## config.mk

```make
export PLATFORM = sky130hd
export DESIGN_NAME = multimodal_prior_gradient_core
export DESIGN_NICKNAME = d
export VERILOG_FILES = /design/src/rtl/mpg_pkg.sv /design/src/rtl/multimodal_prior_gradient_core.sv /design/src/rtl/mpg_div.sv /design/src/rtl/mpg_cell.sv
export SDC_FILE = /design/constraint.sdc
export NUM_CORES = 2
export LEC_CHECK = 0
export BUFFER_PORTS_ARGS = -buffer_cell sky130_fd_sc_hd__buf_4
export CAP_MARGIN = 10
export CORE_MARGIN = 1
export CORE_UTILIZATION = 55
export CTS_CLUSTER_DIAMETER = 150
export CTS_CLUSTER_SIZE = 28
export DETAILED_ROUTE_END_ITERATION = 10
export MAX_ROUTING_LAYER = met4
export PLACE_DENSITY = 0.71
export SETUP_SLACK_MARGIN = 0.3
export SLEW_MARGIN = 20
export SYNTH_ARGS = -nofsm -noshare
export SYNTH_HDL_FRONTEND = slang
export SYNTH_SLANG_ARGS = --single-unit
```

## constraint.sdc

```tcl
create_clock -name clk_i -period 26.4 [get_ports clk_i]
set_input_delay 2.64 -clock clk_i [delete_from_list [all_inputs] [get_ports clk_i]]
set_output_delay 2.64 -clock clk_i [all_outputs]
set_load 0.05 [all_outputs]
```

## src/rtl/mpg_pkg.sv

```systemverilog
// Shared types and constants of the multimodal prior gradient core.
// Used by mpg_div, mpg_cell and multimodal_prior_gradient_core; no dependencies.
`default_nettype none

package mpg_pkg;

  localparam int PIX_W     = 16;
  localparam int SLP_W     = 17;
  localparam int GRAD_W    = 32;
  localparam int CURV_W    = 16;
  localparam int WORD_W    = 48;
  localparam int CFG_IDX_W = 3;
  localparam int DIVD_W    = 34;
  localparam int DIVS_W    = 17;

  localparam logic [CFG_IDX_W-1:0] CFG_MODE_COUNT      = 3'd0;
  localparam logic [CFG_IDX_W-1:0] CFG_MODE_WORD_FIRST = 3'd1;
  localparam logic [CFG_IDX_W-1:0] CFG_MODE_WORD_LAST  = 3'd4;

  localparam logic [2:0]        MODE_COUNT_RESET = 3'd1;
  localparam logic [WORD_W-1:0] MODE_WORD_RESET  = 48'h0100_0100_0000;

  typedef struct packed {
    logic signed [PIX_W-1:0] pos;
    logic signed [PIX_W-1:0] ctr;
    logic signed [SLP_W-1:0] slp;
  } corner_t;

  typedef struct packed {
    logic                    valid;
    logic signed [PIX_W-1:0] pixel;
    logic                    last;
    logic                    found;
    logic signed [PIX_W-1:0] ctr;
    logic signed [SLP_W-1:0] slp;
  } stage_t;

endpackage

`default_nettype wire

```

## src/rtl/multimodal_prior_gradient_core.sv

```systemverilog
// Multimodal prior gradient core: pixels pass a chain of 3*MAX_MODES-2 corner cells,
// then a multiply stage and an output register. Depends on mpg_pkg, mpg_cell, mpg_div.
// One pixel per cycle; a stalled result holds the pipeline.
// The corner table is rebuilt after reset and after each configuration write to an index up
// to CFG_MODE_WORD_LAST; s_axis_tready stays low meanwhile. Reset clears control state.
`default_nettype none

module multimodal_prior_gradient_core #(
  parameter int MAX_MODES = 4
) (
  input  wire logic                                clk_i,
  input  wire logic                                rst_ni,
  input  wire logic                                cfg_valid_i,
  output logic                                     cfg_ready_o,
  input  wire logic [mpg_pkg::CFG_IDX_W-1:0]       cfg_index_i,
  input  wire logic [mpg_pkg::WORD_W-1:0]          cfg_data_i,
  input  wire logic                                s_axis_tvalid,
  output logic                                     s_axis_tready,
  // pixel_value[15:0]
  input  wire logic [mpg_pkg::PIX_W-1:0]           s_axis_tdata,
  input  wire logic                                s_axis_tlast,
  output logic                                     m_axis_tvalid,
  input  wire logic                                m_axis_tready,
  // gradient[31:0], curvature[47:32]
  output logic [mpg_pkg::GRAD_W+mpg_pkg::CURV_W-1:0] m_axis_tdata,
  output logic                                     m_axis_tlast
);

  localparam int NC = 3 * MAX_MODES - 2;
  localparam int CW = (NC > 1) ? $clog2(NC) : 1;
  localparam int JW = $clog2(MAX_MODES + 1);
  localparam int IW = (MAX_MODES > 1) ? $clog2(MAX_MODES) : 1;
  localparam logic [3:0] MAXM = 4'(MAX_MODES);

  localparam logic [3:0] S_IDLE  = 4'd0;
  localparam logic [3:0] S_START = 4'd1;
  localparam logic [3:0] S_NEXT  = 4'd2;
  localparam logic [3:0] S_MUL   = 4'd3;
  localparam logic [3:0] S_ADD   = 4'd4;
  localparam logic [3:0] S_DIV   = 4'd5;
  localparam logic [3:0] S_WR0   = 4'd6;
  localparam logic [3:0] S_WR1   = 4'd7;
  localparam logic [3:0] S_WR2   = 4'd8;

  // Configuration registers.
  logic [2:0]                  mode_count_q;
  logic [mpg_pkg::WORD_W-1:0]  mode_word_q [MAX_MODES];
  logic                        cfg_hit;
  logic [3:0]                  cnt_ext;
  logic [3:0]                  n_full;
  logic [JW-1:0]               n_eff;
  logic [CW-1:0]               last_idx;

  assign cfg_ready_o = 1'b1;
  assign cfg_hit     = cfg_valid_i && (cfg_index_i <= mpg_pkg::CFG_MODE_WORD_LAST);

  always_ff @(posedge clk_i or negedge rst_ni) begin
    if (!rst_ni) begin
      mode_count_q <= mpg_pkg::MODE_COUNT_RESET;
    end else if (cfg_valid_i && (cfg_index_i == mpg_pkg::CFG_MODE_COUNT)) begin
      mode_count_q <= cfg_data_i[2:0];
    end
  end

  for (genvar k = 0; k < MAX_MODES; k++) begin : g_word
    always_ff @(posedge clk_i or negedge rst_ni) begin
      if (!rst_ni) begin
        mode_word_q[k] <= mpg_pkg::MODE_WORD_RESET;
      end else if (cfg_hit &&
                   (int'(cfg_index_i) == k + int'(mpg_pkg::CFG_MODE_WORD_FIRST))) begin
        mode_word_q[k] <= cfg_data_i;
      end
    end
  end

  always_comb begin
    cnt_ext = {1'b0, mode_count_q};
    if (cnt_ext == 4'd0) begin
      n_full = 4'd1;
    end else if (cnt_ext > MAXM) begin
      n_full = MAXM;
    end else begin
      n_full = cnt_ext;
    end
    n_eff    = n_full[JW-1:0];
    last_idx = CW'(3 * int'(n_full) - 3);
  end

  // Corner table derivation.
  logic [3:0]                   state_q, state_d;
  logic [JW-1:0]                j_q, j_d;
  logic [CW-1:0]                base_q, base_d;
  logic [mpg_pkg::WORD_W-1:0]   w0_q, w0_d, w1_q, w1_d;
  logic signed [32:0]           p0_q, p0_d, p1_q, p1_d;
  logic [16:0]                  wsum_q, wsum_d;
  logic signed [15:0]           a_q, a_d;
  logic signed [15:0]           last_mean_q, last_mean_d;
  logic [15:0]                  last_inv_q, last_inv_d;

  logic signed [15:0]           m0, m1;
  logic [15:0]                  wd0, wd1, v0, v1;
  logic signed [mpg_pkg::DIVD_W-1:0] num;
  logic signed [16:0]           msum, bsum0, bsum1;

  logic                         cwr_en;
  logic [CW-1:0]                cwr_idx;
  mpg_pkg::corner_t             cwr;

  logic                         div_start;
  logic                         div_done;
  logic signed [15:0]           div_quot;

  assign m0  = w0_q[15:0];
  assign wd0 = w0_q[31:16];
  assign v0  = w0_q[47:32];
  assign m1  = w1_q[15:0];
  assign wd1 = w1_q[31:16];
  assign v1  = w1_q[47:32];

  assign num   = 34'(p0_q) + 34'(p1_q);
  assign msum  = {m0[15], m0} + {m1[15], m1};
  assign bsum0 = {m0[15], m0} + {a_q[15], a_q};
  assign bsum1 = {m1[15], m1} + {a_q[15], a_q};

  always_comb begin
    state_d     = state_q;
    j_d         = j_q;
    base_d      = base_q;
    w0_d        = w0_q;
    w1_d        = w1_q;
    p0_d        = p0_q;
    p1_d        = p1_q;
    wsum_d      = wsum_q;
    a_d         = a_q;
    last_mean_d = last_mean_q;
    last_inv_d  = last_inv_q;
    cwr_en      = 1'b0;
    cwr_idx     = base_q;
    cwr         = '0;
    div_start   = 1'b0;
    unique case (state_q)
      S_IDLE: begin
      end
      S_START: begin
        w1_d    = mode_word_q[0];
        j_d     = JW'(1);
        base_d  = '0;
        state_d = S_NEXT;
      end
      S_NEXT: begin
        if (j_q == n_eff) begin
          cwr_en      = 1'b1;
          cwr.pos     = m1;
          cwr.ctr     = m1;
          cwr.slp     = {1'b0, v1};
          last_mean_d = m1;
          last_inv_d  = v1;
          state_d     = S_IDLE;
        end else begin
          w0_d    = w1_q;
          w1_d    = mode_word_q[j_q[IW-1:0]];
          state_d = S_MUL;
        end
      end
      S_MUL: begin
        p0_d    = m0 * $signed({1'b0, wd1});
        p1_d    = m1 * $signed({1'b0, wd0});
        wsum_d  = {1'b0, wd0} + {1'b0, wd1};
        state_d = S_ADD;
      end
      S_ADD: begin
        if (wsum_q == '0) begin
          a_d     = msum[16:1];
          state_d = S_WR0;
        end else begin
          div_start = 1'b1;
          state_d   = S_DIV;
        end
      end
      S_DIV: begin
        if (div_done) begin
          a_d     = div_quot;
          state_d = S_WR0;
        end
      end
      S_WR0: begin
        cwr_en  = 1'b1;
        cwr.pos = bsum0[16:1];
        cwr.ctr = m0;
        cwr.slp = {1'b0, v0};
        state_d = S_WR1;
      end
      S_WR1: begin
        cwr_en  = 1'b1;
        cwr_idx = base_q + CW'(1);
        cwr.pos = a_q;
        cwr.ctr = a_q;
        cwr.slp = 17'd0 - {1'b0, v0};
        state_d = S_WR2;
      end
      S_WR2: begin
        cwr_en  = 1'b1;
        cwr_idx = base_q + CW'(2);
        cwr.pos = bsum1[16:1];
        cwr.ctr = a_q;
        cwr.slp = 17'd0 - {1'b0, v1};
        base_d  = base_q + CW'(3);
        j_d     = j_q + JW'(1);
        state_d = S_NEXT;
      end
      default: begin
        state_d = S_START;
      end
    endcase
    if (cfg_hit) begin
      state_d = S_START;
    end
  end

  always_ff @(posedge clk_i or negedge rst_ni) begin
    if (!rst_ni) begin
      state_q <= S_START;
    end else begin
      state_q <= state_d;
    end
  end

  always_ff @(posedge clk_i) begin
    j_q         <= j_d;
    base_q      <= base_d;
    w0_q        <= w0_d;
    w1_q        <= w1_d;
    p0_q        <= p0_d;
    p1_q        <= p1_d;
    wsum_q      <= wsum_d;
    a_q         <= a_d;
    last_mean_q <= last_mean_d;
    last_inv_q  <= last_inv_d;
  end

  mpg_div u_div (
    .clk_i      (clk_i),
    .rst_ni     (rst_ni),
    .start_i    (div_start),
    .dividend_i (num),
    .divisor_i  (wsum_q),
    .done_o     (div_done),
    .quot_o     (div_quot)
  );

  // Pixel path.
  logic                        adv;
  logic                        busy;
  mpg_pkg::stage_t             chain [NC+1];
  logic [NC-1:0]               cell_act;
  logic [NC-1:0]               cell_wr_en;
  logic signed [15:0]          pix;
  logic signed [15:0]          first_mean;

  logic                        mul_valid_q;
  logic                        mul_last_q;
  logic signed [33:0]          mul_prod_q;
  logic signed [16:0]          mul_slp_q;
  logic signed [16:0]          diff;
  logic signed [16:0]          slp_abs;

  logic                        out_valid_q;
  logic                        out_last_q;
  logic [mpg_pkg::GRAD_W-1:0]  grad_q;
  logic [mpg_pkg::CURV_W-1:0]  curv_q;
  logic [mpg_pkg::GRAD_W-1:0]  grad_sat;

  assign busy          = state_q != S_IDLE;
  assign adv           = !out_valid_q || m_axis_tready;
  assign s_axis_tready = !busy && adv;
  assign pix           = s_axis_tdata;
  assign first_mean    = mode_word_q[0][15:0];

  always_comb begin
    chain[0].valid = s_axis_tvalid && s_axis_tready;
    chain[0].pixel = pix;
    chain[0].last  = s_axis_tlast;
    if (pix <= first_mean) begin
      chain[0].found = 1'b1;
      chain[0].ctr   = first_mean;
      chain[0].slp   = {1'b0, mode_word_q[0][47:32]};
    end else if (pix >= last_mean_q) begin
      chain[0].found = 1'b1;
      chain[0].ctr   = last_mean_q;
      chain[0].slp   = {1'b0, last_inv_q};
    end else begin
      chain[0].found = 1'b0;
      chain[0].ctr   = last_mean_q;
      chain[0].slp   = {1'b0, last_inv_q};
    end
  end

  always_comb begin
    for (int c = 0; c < NC; c++) begin
      cell_act[c]   = c <= int'(last_idx);
      cell_wr_en[c] = cwr_en && (cwr_idx == CW'(c));
    end
  end

  for (genvar c = 0; c < NC; c++) begin : g_cell
    mpg_cell u_cell (
      .clk_i   (clk_i),
      .rst_ni  (rst_ni),
      .adv_i   (adv),
      .wr_en_i (cell_wr_en[c]),
      .wr_i    (cwr),
      .act_i   (cell_act[c]),
      .stage_i (chain[c]),
      .stage_o (chain[c+1])
    );
  end

  assign diff = {chain[NC].ctr[15], chain[NC].ctr} - {chain[NC].pixel[15], chain[NC].pixel};

  always_ff @(posedge clk_i or negedge rst_ni) begin
    if (!rst_ni) begin
      mul_valid_q <= 1'b0;
      out_valid_q <= 1'b0;
    end else if (adv) begin
      mul_valid_q <= chain[NC].valid;
      out_valid_q <= mul_valid_q;
    end
  end

  always_comb begin
    if (mul_prod_q[33:31] == 3'b000 || mul_prod_q[33:31] == 3'b111) begin
      grad_sat = mul_prod_q[31:0];
    end else if (mul_prod_q[33]) begin
      grad_sat = 32'h8000_0000;
    end else begin
      grad_sat = 32'h7FFF_FFFF;
    end
    slp_abs = mul_slp_q[16] ? (17'sd0 - mul_slp_q) : mul_slp_q;
  end

  always_ff @(posedge clk_i) begin
    if (adv) begin
      mul_prod_q <= diff * chain[NC].slp;
      mul_slp_q  <= chain[NC].slp;
      mul_last_q <= chain[NC].last;
      grad_q     <= grad_sat;
      curv_q     <= slp_abs[15:0];
      out_last_q <= mul_last_q;
    end
  end

  assign m_axis_tvalid = out_valid_q;
  assign m_axis_tdata  = {curv_q, grad_q};
  assign m_axis_tlast  = out_last_q;

  a_ready_only_idle: assert property (@(posedge clk_i) disable iff (!rst_ni)
    s_axis_tready |-> (state_q == S_IDLE))
    else $error("pixel transaction offered while the corner table is rebuilt");

  a_cfg_restarts: assert property (@(posedge clk_i) disable iff (!rst_ni)
    cfg_hit |=> (state_q == S_START))
    else $error("configuration write did not restart the corner derivation");

  a_one_corner_write: assert property (@(posedge clk_i) disable iff (!rst_ni)
    $onehot0(cell_wr_en))
    else $error("more than one corner cell written in a cycle");

  a_div_in_wait: assert property (@(posedge clk_i) disable iff (!rst_ni)
    div_start |=> (state_q == S_DIV) || (state_q == S_START))
    else $error("divider started outside the division step");

endmodule

`default_nettype wire

```

## src/rtl/mpg_div.sv

```systemverilog
// Restoring divider, one quotient bit per cycle, giving a floored signed quotient.
// Depends on mpg_pkg.
`default_nettype none

module mpg_div (
  input  wire logic                              clk_i,
  input  wire logic                              rst_ni,
  input  wire logic                              start_i,
  input  wire logic signed [mpg_pkg::DIVD_W-1:0] dividend_i,
  input  wire logic        [mpg_pkg::DIVS_W-1:0] divisor_i,
  output logic                                   done_o,
  output logic signed [mpg_pkg::PIX_W-1:0]       quot_o
);

  localparam int CNT_W = $clog2(mpg_pkg::DIVD_W);

  logic                         run_q;
  logic                         done_q;
  logic [CNT_W-1:0]             cnt_q;
  logic [mpg_pkg::DIVD_W-1:0]   acc_q;
  logic [mpg_pkg::DIVS_W:0]     rem_q;
  logic [mpg_pkg::DIVS_W-1:0]   den_q;
  logic                         neg_q;

  logic [mpg_pkg::DIVD_W-1:0]   mag_in;
  logic [mpg_pkg::DIVS_W:0]     rem_sh;
  logic [mpg_pkg::DIVS_W:0]     rem_nx;
  logic                         ge;
  logic [mpg_pkg::DIVD_W:0]     q_ext;
  logic [mpg_pkg::DIVD_W:0]     q_res;

  assign mag_in = dividend_i[mpg_pkg::DIVD_W-1] ? (~dividend_i + 34'd1) : dividend_i;
  assign rem_sh = {rem_q[mpg_pkg::DIVS_W-1:0], acc_q[mpg_pkg::DIVD_W-1]};
  assign ge     = rem_sh >= {1'b0, den_q};
  assign rem_nx = ge ? (rem_sh - {1'b0, den_q}) : rem_sh;

  always_ff @(posedge clk_i or negedge rst_ni) begin
    if (!rst_ni) begin
      run_q  <= 1'b0;
      done_q <= 1'b0;
      cnt_q  <= '0;
    end else if (start_i) begin
      run_q  <= 1'b1;
      done_q <= 1'b0;
      cnt_q  <= '0;
    end else if (run_q) begin
      cnt_q <= cnt_q + CNT_W'(1);
      if (cnt_q == CNT_W'(mpg_pkg::DIVD_W - 1)) begin
        run_q  <= 1'b0;
        done_q <= 1'b1;
      end
    end else begin
      done_q <= 1'b0;
    end
  end

  always_ff @(posedge clk_i) begin
    if (start_i) begin
      acc_q <= mag_in;
      rem_q <= '0;
      den_q <= divisor_i;
      neg_q <= dividend_i[mpg_pkg::DIVD_W-1];
    end else if (run_q) begin
      acc_q <= {acc_q[mpg_pkg::DIVD_W-2:0], ge};
      rem_q <= rem_nx;
    end
  end

  // A negative quotient with a remainder rounds one further down.
  assign q_ext  = {1'b0, acc_q};
  assign q_res  = neg_q ? (~q_ext + 35'd1 - 35'(rem_q != '0)) : q_ext;
  assign quot_o = q_res[mpg_pkg::PIX_W-1:0];
  assign done_o = done_q;

endmodule

`default_nettype wire

```

## src/rtl/mpg_cell.sv

```systemverilog
// One corner cell of the search chain: holds a corner and passes the pixel on.
// Depends on mpg_pkg.
`default_nettype none

module mpg_cell (
  input  wire logic             clk_i,
  input  wire logic             rst_ni,
  input  wire logic             adv_i,
  input  wire logic             wr_en_i,
  input  wire mpg_pkg::corner_t wr_i,
  input  wire logic             act_i,
  input  wire mpg_pkg::stage_t  stage_i,
  output mpg_pkg::stage_t       stage_o
);

  mpg_pkg::corner_t corner_q;
  mpg_pkg::stage_t  stage_d;
  mpg_pkg::stage_t  stage_q;

  always_ff @(posedge clk_i) begin
    if (wr_en_i) begin
      corner_q <= wr_i;
    end
  end

  always_comb begin
    stage_d = stage_i;
    if (act_i && !stage_i.found && ($signed(corner_q.pos) >= $signed(stage_i.pixel))) begin
      stage_d.found = 1'b1;
      stage_d.ctr   = corner_q.ctr;
      stage_d.slp   = corner_q.slp;
    end
  end

  always_ff @(posedge clk_i or negedge rst_ni) begin
    if (!rst_ni) begin
      stage_q <= '0;
    end else if (adv_i) begin
      stage_q <= stage_d;
    end
  end

  assign stage_o = stage_q;

endmodule

`default_nettype wire

```

* After elaboration in Yosys (flattened, before gate mapping) *
Cells that the tools add are included.

word-level totals
  register bits after elaboration = 1623
  latch bits = 0
  memory bits (writable) = 0
  memory bits (read-only) = 0
  input bits = 73
  output and inout port bits = 52
  logic and storage cells = 324
  memories = 0

cells by class
  $add $sub $neg = 19
  multiply operators = 4
  divide/modulo/power cells = 0
  order comparisons = 25
  eq/ne operators = 30
  shift-type cells = 0
  multiplexer cells = 52
  bitwise operators = 4
  reductions and logical operators = 70

operators with widths
  kind                                                                   count
  34-bit two-way mux                                                     14
  49-bit case mux with 4 select lines                                    1
  16-bit greater-or-equal comparator                                     11
  48-bit two-way mux                                                     3
  48-bit binary-select mux with 2-bit select                             1
  48-bit case mux with 2 select lines                                    1
  16-bit by 16-bit adder with 17-bit output                              4
  16-bit by 17-bit multiplier with 33-bit output                         2
  16-bit two-way mux                                                     4
  32-bit two-way mux                                                     2
  49-bit two-way mux                                                     1
  1-bit logical AND                                                      37
  33-bit by 33-bit adder with 34-bit output                              1
  34-bit by 1-bit adder with 34-bit output, second input constant        1
  17-bit by 17-bit multiplier with 34-bit output                         1
  34-bit inverter                                                        1
  1-bit by 16-bit subtractor with 17-bit output, first input constant    2
  33-bit two-way mux                                                     1
  4-bit by 3-bit equality test with 1-bit output, second input constant  8
  16-bit case mux with 2 select lines                                    1
  4-bit case mux with 8 select lines                                     1
  18-bit by 17-bit greater-or-equal comparator with 1-bit output         1
  18-bit two-way mux                                                     1
  18-bit nonzero test                                                    1
  other kinds (52)                                                       103

* Longest topological paths before layout *
  depth after elaboration = 9
  gate-level depth with buffers = 37
  depth with buffers taken out = 36

* By module *
From an unflattened synthesis, not the netlist that was laid out.

second synthesis, totals
  cells, all modules = 9753
  area total of the unflattened synthesis = 107282.9 sq um

modules (own cells, without submodules)
  module                          times used  cells each  area an instance (sq um)  seq. area each (sq um)
  multimodal_prior_gradient_core  1           5644        56300.2                   15102.0
  mpg_cell                        10          346         4525.6                    2772.7
  mpg_div                         1           649         5726.7                    2122.0

* Least setup slack after synthesis *
No wires, ideal clock.

  kind = register -> register
  start = register g_cell[9].u_cell.stage_q (netlist bit g_cell[9].u_cell.stage_o[17])
  end = register mul_prod_q[32], data pin
  library setup time = 0.262 ns
  arrival time = 8.356 ns
  required time = 26.138 ns
  setup slack = 17.783 ns
  stages on the path, launching flop included = 36
  path buffers = 1
  period minus slack after synthesis = 8.617 ns
  cell sequence = dfrtp_1 > inv_1 > ha_1 > inv_1 > fa_1 > a21o_1 > a21oi_1 > o21bai_1 > a21oi_1 > o21bai_1 > a211o_1 > nand2_1 > o221ai_1 > or4b_1 > o21ai_1 > clkbuf_1 > nand2_1 > fa_1 > inv_1 > fa_1 > fa_1 > fa_1 > fa_1 > inv_1 > fa_1 > inv_1 > ha_1 > nand2_1 > nand2_1 > a2111oi_0 > nand3b_1 > a31oi_1 > o21ai_0 > a21o_1 > o31ai_1 > xnor2_1

on the way
  word-level cells in the longest chain between the ends = 2

ends and longest elaborated chain
  element                                         RTL line                               source
  from (decl)                                     mpg_cell.sv:18                         mpg_pkg::stage_t stage_q;
  from (signal assigned)                          mpg_cell.sv:39                         stage_q <= stage_d;
  16-bit by 16-bit subtractor with 17-bit output  multimodal_prior_gradient_core.sv:318  assign diff = {chain[NC].ctr[15], chain[NC].ctr} - {chain[NC].pixel[15], chain[NC].pixel};
  17-bit by 17-bit multiplier with 34-bit output  multimodal_prior_gradient_core.sv:343  mul_prod_q <= diff * chain[NC].slp;
  to (signal assigned)                            multimodal_prior_gradient_core.sv:343
  to (decl)                                       multimodal_prior_gradient_core.sv:262  logic signed [33:0] mul_prod_q;

No other way between the ends.
A chain may end at the register's enable or synchronous reset.

* Worst setup path after layout *
Same ends and word-level chain as after synthesis.

==> impl_metrics.json <==
{
  "vias_per_cell": 5.80,
  "crit_buf_inv": 6,
  "numClockSinks": 1623,
  "timing.critical_path.mode_cell": "fa_1",
  "synth_mux_area_share_pct": 6.14,
  "syn_inst": 9416,
  "cts_buffers": 69,
  "antenna_left": 0,
  "reg2reg_depth": 35,
  "place_area_um2": 106000,
  "synth_warnings": 0,
  "rsz0062_at_grt": "no",
  "grt_pass1_vias": 69086,
  "dieArea_um2": 187000,
  "hold_violations": 0,
  "routedWlPerCell_um": 21.3,
  "maxCapViolCount": 0,
  "syn_avg_cell_area_um2": 10.9,
  "fin_util_pct": 58.9,
  "use_met1_pct": 37.1,
  "period_needed_ns": 9.50,
  "drc": 0,
  "synthFlopType": "edfxtp_1",
  "grt_pass1_wl_um": 395000,
  "ios": 125,
  "layout.nets": 10762,
  "cts_setup_buffers": 0,
  "slew_violations": 0,
  "start_kind": "flip-flop",
  "met3_usage_pct": 3.10,
  "place.gp.congestion": 0.916,
  "grt_max_degree": 245,
  "crit_required_ns": 26.90,
  "die_x_um": 433,
  "synthesis.area_um2": 102000,
  "synth_top_cell_by_area": "edfxtp_1",
  "synth_compound_area_share_pct": 9.00,
  "cts_max_level": 3,
  "drive_above_1_share_pct": 7.41,
  "syn_nets": 10844,
  "cts-root-buf": "clkbuf_16",
  "grt.overflow.total": 0,
  "cts_resized": 0,
  "synth_cell_types": 88,
  "fin_skew_ns": 0.0510,
  "final.setup.tns_ns": 0,
  "rows": 157,
  "synth-async-reset-ratio_pct": 44.9,
  "ys_seq_elements": 1623,
  "place.port_buffers": 123,
  "dieHeight_um": 433,
  "synth_edf_count": 877,
  "place_hpwl_um": 180000,
  "initial_utilization_pct": 55.6,
  "synth-simple-area-share_pct": 11.2,
  "post-place-cells": 11726,
  "fmax_mhz": 105,
  "synthXorXnorAreaFrac_pct": 2.19,
  "yosys.area.top_type_share_pct": 25.8,
  "crit_fanout": 25,
  "tightest_slew_ns": 1.23,
  "met2_usage_pct": 45.8,
  "hold_path.class": "reg2reg",
  "syn_to_final_growth_pct": 5.99,
  "clkTransAtPathRegs_ns": 0.11,
  "cp.arrival_ns": 10.00,
  "synth_fa_ha_area_share_pct": 21.7,
  "ys_top_cells_by_area": "edfxtp_1 (26%), dfrtp_1 (18%), fa_1 (14%)",
  "setup_violations": 0,
  "grt.busiest_layer": "met2",
  "final.period_utilization_pct": 36.0,
  "design_area_um2": 108000,
  "slowest_stage": "fa_1",
  "slew_headroom_pct": 17.8,
  "vias": 68792,
  "fillers": 15329,
  "holdPathStages": 0,
  "antenna_found_initial": 17,
  "final_cells": 11859,
  "core_um2": 184000,
  "synth_top_family_by_area": "adder cells",
  "drt_first_pass_iters": 8,
  "holdBufCountCts": 0,
  "cts_tree": "yes",
  "cts_buffer_depth": 3,
  "cpLargestDelayFamily": "adder cells",
  "clock_latency_ns": 0.75,
  "status": "finished clean",
  "max_stage_delay_ns": 0.74,
  "critPathCaptureType": "flip-flop",
  "grt_use_total_pct": 28.0,
  "drt_first_iter_violations": 6382,
  "cp.depth": 35,
  "path_class": "reg2reg",
  "wl_um": 253000,
  "ys_seq_area_share_pct": 44.0
}
[worst paths after layout]
check	end	start	slack (ns)
worst max-delay path	mul_prod_q[32]	g_cell[9].u_cell.stage_o[17]	16.90
worst max register to register	mul_prod_q[32]	g_cell[9].u_cell.stage_o[17]	16.90
min in group asynchronous	mode_word_q[29]	rst_ni	1.79
max in group asynchronous	g_cell[7].u_cell.stage_o[35]	rst_ni	20.71
worst min register to register	m_axis_tlast	mul_last_q	0.44
worst min-delay path	m_axis_tlast	mul_last_q	0.44
[cells in the mapped netlist (75+ instances only)]
master    count
xor2_1       86
nor3_1       92
mux2i_1     356
nor2_1      373
and2_1      348
a21oi_1     214
xnor2_1     169
nor2b_1     103
clkbuf_1    389
a21o_1       85
a211oi_1     75
edfxtp_1    877
ha_1        664
nand2_1    1239
mux2_2      241
dfrtp_1     718
fa_1        691
o21ai_0     723
inv_1      1149
[kinds of logic (layout without fill, tap and decap cells)]
group,after synthesis,in the layout
compound gates,1526,1526
xor+xnor,255,255
fa+ha+maj,1355,1355
buf+inv,1571,1544
flops,1623,1623
mux,597,597
other cells,1,7
simple gates,2488,2488
[layer usage]
metal	wire, µm	part of all wire, %	vias to the layer above
met5	0	0	-
met4	8000	3.2	0
met3	15900	6.3	388
met2	123000	49	2224
met1	106000	42	34762
li1	-	-	31418
[cell usage in the layout (no fill, tap or decap), types with 73 or more instances in the layout]
cell	count
edfxtp_1	877
ha_1	664
and2_1	348
fa_1	691
o21ai_0	707
nand2b_1	73
nand2_1	1239
inv_1	1147
nor2_1	357
dfrtp_1	718
mux2_2	241
xnor2_1	165
nor3_1	88
xor2_1	86
a21oi_1	214
a21o_1	85
nor2b_1	102
a211oi_1	74
mux2i_1	356
buf_4	262
[area by class of cell]
| cell class | instances | area, µm² | area share [%] |
|---|---|---|---|
| Antenna cell | 6 | 15.0 | 0.0139 |
| Clock buffer | 116 | 1950 | 1.80 |
| Clock inverter | 10 | 155 | 0.143 |
| Inverter | 1149 | 4320 | 3.99 |
| Multi-Input combinational cell | 6222 | 51800 | 47.8 |
| Sequential cell | 1623 | 44900 | 41.5 |
| Tap cell | 2464 | 3080 | 2.85 |
| Timing Repair Buffer | 269 | 2090 | 1.93 |
[sequential cells by signal, summed over array words and instances (netlist names), 6 cells and up]
| signal | cells |
|---|---|
| last_inv_q | 16 |
| grad_q | 32 |
| g_cell.u_cell.stage_o | 519 |
| p1_q | 33 |
| u_div.acc_q | 34 |
| curv_q | 16 |
| last_mean_q | 16 |
| a_q | 16 |
| p0_q | 33 |
| u_div.rem_q | 18 |
| first_mean | 16 |
| mul_slp_q | 17 |
| u_div.cnt_q | 6 |
| wsum_q | 17 |
| w0_q | 48 |
| mode_word_q | 176 |
| u_div.den_q | 17 |
| mul_prod_q | 34 |
| g_cell.u_cell.corner_q | 490 |
| w1_q | 48 |
[per-stage QoR]
step	setup slack (ns)	hold slack, ns
after floorplan	17.78	0.400
after global placement	16.96	0.402
after detailed placement	16.94	0.418
after CTS	16.94	0.444
after global routing	16.26	0.465
final	16.90	0.439
Power is left out: the tool's default activity adds up to more than one toggle a clock period on the data nets, which glitch-free logic cannot reach.
